### src/rtl/gasp_pkg.sv
`timescale 1ns / 1ps

package gasp_pkg;

    localparam int MAX_GLYPHS_DEF = 256;
    localparam int MIN_SIDE_DEF   = 32;
    localparam int MAX_SIDE_DEF   = 2048;

    localparam int PEN_LIMIT   = 4095;
    localparam int COORD_LIMIT = 2047;

    localparam logic FN_LOAD  = 1'b0;
    localparam logic FN_FETCH = 1'b1;

    localparam logic [1:0] ST_PLACED = 2'd0;
    localparam logic [1:0] ST_EMPTY  = 2'd1;
    localparam logic [1:0] ST_OVER   = 2'd2;

    typedef struct packed {
        logic [7:0]        width;
        logic [7:0]        rows;
        logic signed [8:0] bearing;
    } t_glyph;

    typedef struct packed {
        logic x_over;
        logic y_over;
    } t_step_flags;

endpackage

### src/rtl/gasp_step.sv
`timescale 1ns / 1ps

module gasp_step #(
    parameter int PW = 12,
    parameter int SW = 12
) (
    input  logic [PW-1:0]         i_x,
    input  logic [PW-1:0]         i_y,
    input  logic [PW-1:0]         i_lim,
    input  logic [SW-1:0]         i_side,
    input  logic [9:0]            i_lh,
    input  logic [7:0]            i_max_top,
    input  gasp_pkg::t_glyph      i_glyph,
    input  logic [9:0]            i_t,
    output gasp_pkg::t_step_flags o_flags,
    output logic [PW-1:0]         o_x_adv,
    output logic [PW-1:0]         o_y_wrap,
    output logic [9:0]            o_t,
    output logic [8:0]            o_off
);

    logic [PW:0]        side_e;
    logic [PW:0]        x_sum;
    logic [PW:0]        y_line;
    logic [PW:0]        y_sum;
    logic [PW:0]        lim_e;
    logic signed [9:0]  diff;

    always_comb begin
        side_e = (PW+1)'(i_side);
        lim_e  = {1'b0, i_lim};
        x_sum  = {1'b0, i_x} + (PW+1)'(i_glyph.width) + (PW+1)'(1);
        y_line = {1'b0, i_y} + (PW+1)'(i_lh) + (PW+1)'(1);
        y_sum  = {1'b0, i_y} + (PW+1)'(i_t);

        o_flags.x_over = x_sum > side_e;
        o_flags.y_over = y_sum > side_e;
        o_x_adv  = (x_sum > lim_e) ? i_lim : x_sum[PW-1:0];
        o_y_wrap = (y_line > lim_e) ? i_lim : y_line[PW-1:0];

        diff  = $signed({2'b00, i_max_top}) - $signed({i_glyph.bearing[8], i_glyph.bearing});
        o_off = diff[9] ? 9'd0 : diff[8:0];
        o_t   = {1'b0, o_off} + {2'b00, i_glyph.rows} + 10'd1;
    end

endmodule

### config.mk
export PLATFORM = sky130hd
export DESIGN_NAME = gasp_step
export DESIGN_NICKNAME = d
export VERILOG_FILES = /design/src/rtl/gasp_pkg.sv /design/src/rtl/gasp_step.sv
export SDC_FILE = /design/constraint.sdc
export NUM_CORES = 1
export LEC_CHECK = 0
export ABC_AREA = 1
export ABC_CLOCK_PERIOD_IN_PS = 11900
export CAP_MARGIN = 20
export CORE_ASPECT_RATIO = 0.6
export CORE_MARGIN = 5
export CORE_UTILIZATION = 50
export DETAILED_ROUTE_END_ITERATION = 10
export DONT_BUFFER_PORTS = 1
export GPL_TIMING_DRIVEN = 0
export SYNTH_ARGS = -nofsm -noshare
export SYNTH_HDL_FRONTEND = slang
export SYNTH_SLANG_ARGS = --single-unit
### constraint.sdc
create_clock -name vclk -period 11.9
set_input_delay 2.38 -clock vclk [all_inputs]
set_output_delay 2.38 -clock vclk [all_outputs]
set_load 0.1 [all_outputs]
# == Word level (Yosys, flattened, before mapping) ==
# Index checks and enable logic that the tools add are counted.
# op_classes
magnitude_cmp,4
mux,3
addsub,8
# op_table
operator,n
$gt 13x12->1,4
$add 12x10->13,2
$add 13x1->13 const B,2
$mux 12,2
$add 12x8->13,1
$add 10x1->10 const B,1
$add 9x8->10,1
$sub 9x9->10,1
$mux 9,1
# totals
output_inout_bits,45
reg_bits,0
input_bits,101

# == Longest topological paths before layout ==
# depth
ltp_word,4
depth_mapped,21
ltp_nobuf,20

# == Worst setup path before layout ==
# No wires, ideal clock.
# synth_timing
path_kind,input port to output port
startpoint,input port i_glyph[2] (netlist bit)
endpoint,output port o_t[7]
slack_ps,2048
n_path_buf,0
stages,10
arrival_time_ps,7472
cell_sequence,inv_1 ha_1 a21oi_1 o21ai_2 nand3_1 nand2_1 nand2_1 nor3b_1 ha_1 xor2_1
# synth_via
elab_chain_cells,4
# synth_rtl
item,line,rtl
start: declaration,gasp_step.sv:13,"input gasp_pkg::t_glyph i_glyph,"
$sub 9x9->10,gasp_step.sv:41,"diff = $signed({2'b00, i_max_top}) - $signed({i_glyph.bearing[8], i_glyph.bearing});"
$mux 9,gasp_step.sv:42,o_off = diff[9] ? 9'd0 : diff[8:0];
via o_off[7],gasp_step.sv:19,output logic [8:0] o_off
$add 9x8->10,gasp_step.sv:43,"o_t = {1'b0, o_off} + {2'b00, i_glyph.rows} + 10'd1;"
$add 10x1->10,gasp_step.sv:43,
end: declaration,gasp_step.sv:18,"output logic [9:0] o_t,"
# The timed path passes the listed nets, and every way through them passes these cells.

# == Final worst setup path ==
# layout_timing
startpoint,input port i_glyph[2] (netlist bit)
endpoint,output port o_t[9]
# The elaborated chain is that of the path after synthesis.

==> impl_results.md <==
- Max Cap Viol: 0
- Combinational power share: 100.0%
- Total negative slack: 0 ns
- CP startpoint kind: input pin
- Routed via count: 4398
- # resized after CTS: 0
- Fill cell count: approximately 820
- Post-DRT Antenna Nets: 0
- Switching fraction of total power: 77.4%
- Die ar.: a little over 10000 µm²
- # rows: 25
- GPL Wtd Cong: between 1 and 1.5
- Worst-Margin Slew: approximately 1.2 ns
- Setup bufs post-CTS: 0
- Post-synthesis cell type count: 38
- Placement Cell Area: 4540 µm²
- Setup-failing EPs final: 0
- Vias in the first global route: slightly above 4000
- Cts hold-fix bufs: 0
- Final WL: 12700 µm
- Clk network pwr share: 0%
- Sequential fraction of design power: 0%
- Total power: roughly 660 µW
- Hold Path Class: in -> out
- Post-DR vias/cell: 5.51
- Global-route usage over all layers: 24.1%
- Total number of sequential cells: 0
- Slew HR: between 20% and 30%
- Router iterations before antenna repair: 5
- Setup Crit Path Kind: in -> out
- Worst EP required: 9.52 ns
- Worst hold start: i_glyph[0]
- Crit path max fanout: 6
- Syn_nets: between 800 and 900
- DP HPWL: 11500 µm
- Share of layout cells above drive strength 1: about 11%
- Warnings, synthesis: 0
- Mean Syn Cell Area: approximately 6.0 µm²
- Layout Nets: between 800 and 900
- Synthesized area: ~4100 µm²
- Post-DR wirelength/cell: roughly 16 µm
- Gr ovfl total: 0
- Status: finished clean
- Post-Place Worst Slack: 2.94 ns
- Port Buf Inserts: 0
- Initial antenna violation count: 0
- Initial detailed-routing violation count: 269
- Leakage: about 2.6 nW
- RSZ-0062 raised after global routing: false
- Core footprint: approximately 7900 µm²
- Seq/Total Area, Yosys: 0%
- IO Count: approximately 150
- Die H: between 70 and 80 µm
- Clock buffers: 0
- Initial core utilization: 51.5%
- Tmin final: 9.03 ns
- Fmax: approximately 110 MHz
- Peak VDD IR: ~68 µV
- Hold path cells: 3
- Gate Count Post-Synth: just under 700
- First-pass GRT wire length: just over 20000 µm
- Multi-input gate area: approximately 3700 µm²
- Final Hold Vio Count: 0
- Fin area: ~4500 µm²
- Pwr/cell area: approximately 150 nW/µm²
- Arr. time, crit path: about 6.7 ns
- Synth-to-Final Area Change: 11.2%
- Final setup margin: 2.87 ns
- Final period utilization: roughly three quarters
- Chip Width: 127 µm
- Ant diodes: 0
- Largest net degree at the start of global routing: 11
- Switching power: a little over 500 µW
- Hold Path End: o_off[0]
- Final Util: ~57%
- Drt drc: 0
- Register Area: 0 µm²
- Int Power: about 150 µW
- Critical Path Sink Type: output port
- Max-slew violations: 0
-- layer usage --
| layer | GRT usage (%) | vias to the layer above | share of wire [%] |
|---|---|---|---|
| li1 | - | 2257 | - |
| met1 | 38.0 | 1953 | 52 |
| met2 | 35.7 | 180 | 38 |
| met3 | 2.47 | 8 | 8.8 |
| met4 | 2.14 | 0 | 0.77 |
| met5 | 0 | - | 0 |
-- layout by cell type, fill, tap and decap left out, types with 3 or more instances in the layout --
cell type,n
buf_1,3
nor3_1,3
a31oi_1,3
nand3_1,58
nand2_2,12
buf_6,3
o21ai_0,14
o21a_1,5
a21oi_1,54
nor2_1,42
o21ai_1,3
inv_1,104
xor2_2,4
nor2_2,8
inv_2,4
nand4_1,13
ha_1,92
xnor2_1,7
xor2_1,21
nand3_2,14
buf_2,7
a21oi_2,3
nand2_1,174
buf_8,3
fa_1,5
buf_16,6
-- logic make-up (layout without fill, tap and decap cells) --
logic type | Yosys count | after routing | share of synthesized area [%]
compound gates | 91 | 91 | 12.4
xor+xnor | 34 | 34 | 7.30
fa+ha+maj | 97 | 97 | 30.7
buf+inv | 117 | 133 | 11.8
simple gates | 335 | 335 | 37.9
-- Yosys cell counts (all sizes together) (8+ instances only) --
library cell,number,area share (%)
nand2,187,18
inv,108,9.9
ha,92,28
nand3,72,11
a21oi,57,7.1
nor2,52,5.2
xor2,25,5.4
o21ai,19,2.5
nand4,13,2.0
xnor2,9,1.9
buf,8,1.7
-- cell type report --
cell class / instances / share of cell area, %
plain buffers: 8 / 1.54
inverters: 109 / 9.02
multi-input cells: 557 / 81.0
well taps: 108 / 2.98
repair buffers: 16 / 5.46
-- stage by stage --
stage | hold WS (ns) | std cells
after detailed placement | 5.10 | 798
after CTS | 5.10 | 798
final | 5.10 | 798
after global routing | 5.12 | 798
after global placement | 5.23 | 782
after floorplan | 5.19 | 674
-- how the worst max path moves through the flow --
stage	startpoint	to	slack, ns	cells past startpoint
2_1_floorplan	i_glyph[2]	o_t[7]	2.05	10
3_3_place_gp	i_glyph[2]	o_t[6]	1.63	18
3_5_place_dp	i_glyph[2]	o_t[9]	2.94	18
4_1_cts	i_glyph[2]	o_t[9]	2.94	18
5_1_grt	i_glyph[2]	o_t[9]	2.67	18
6_report	i_glyph[2]	o_t[9]	2.87	18
-- power by group through the flow --
stage	Combinational, mW	Sequential [mW]	Clock [mW]
2_1_floorplan	0.542	0	0
3_3_place_gp	0.600	0	0
3_5_place_dp	0.658	0	0
4_1_cts	0.659	0	0
5_1_grt	0.706	0	0
6_report	0.662	0	0
-- worst max-delay path, stage by stage --
cell and delay, ns:
inv_1 0.02, ha_1 0.33, nand2_1 0.09, o21ai_2 0.19
nand3_1 0.09, nand2_1 0.09, nand2_1 0.06, nand2_1 0.11
inv_2 0.10, nor2_2 0.83, buf_2 0.29, ha_1 0.23
nand2_1 0.06, o21ai_0 0.48, nand4_1 0.16, nand3_1 0.18
a21oi_1 0.12, nor2_2 0.83
(Power assumes the default switching activity.)
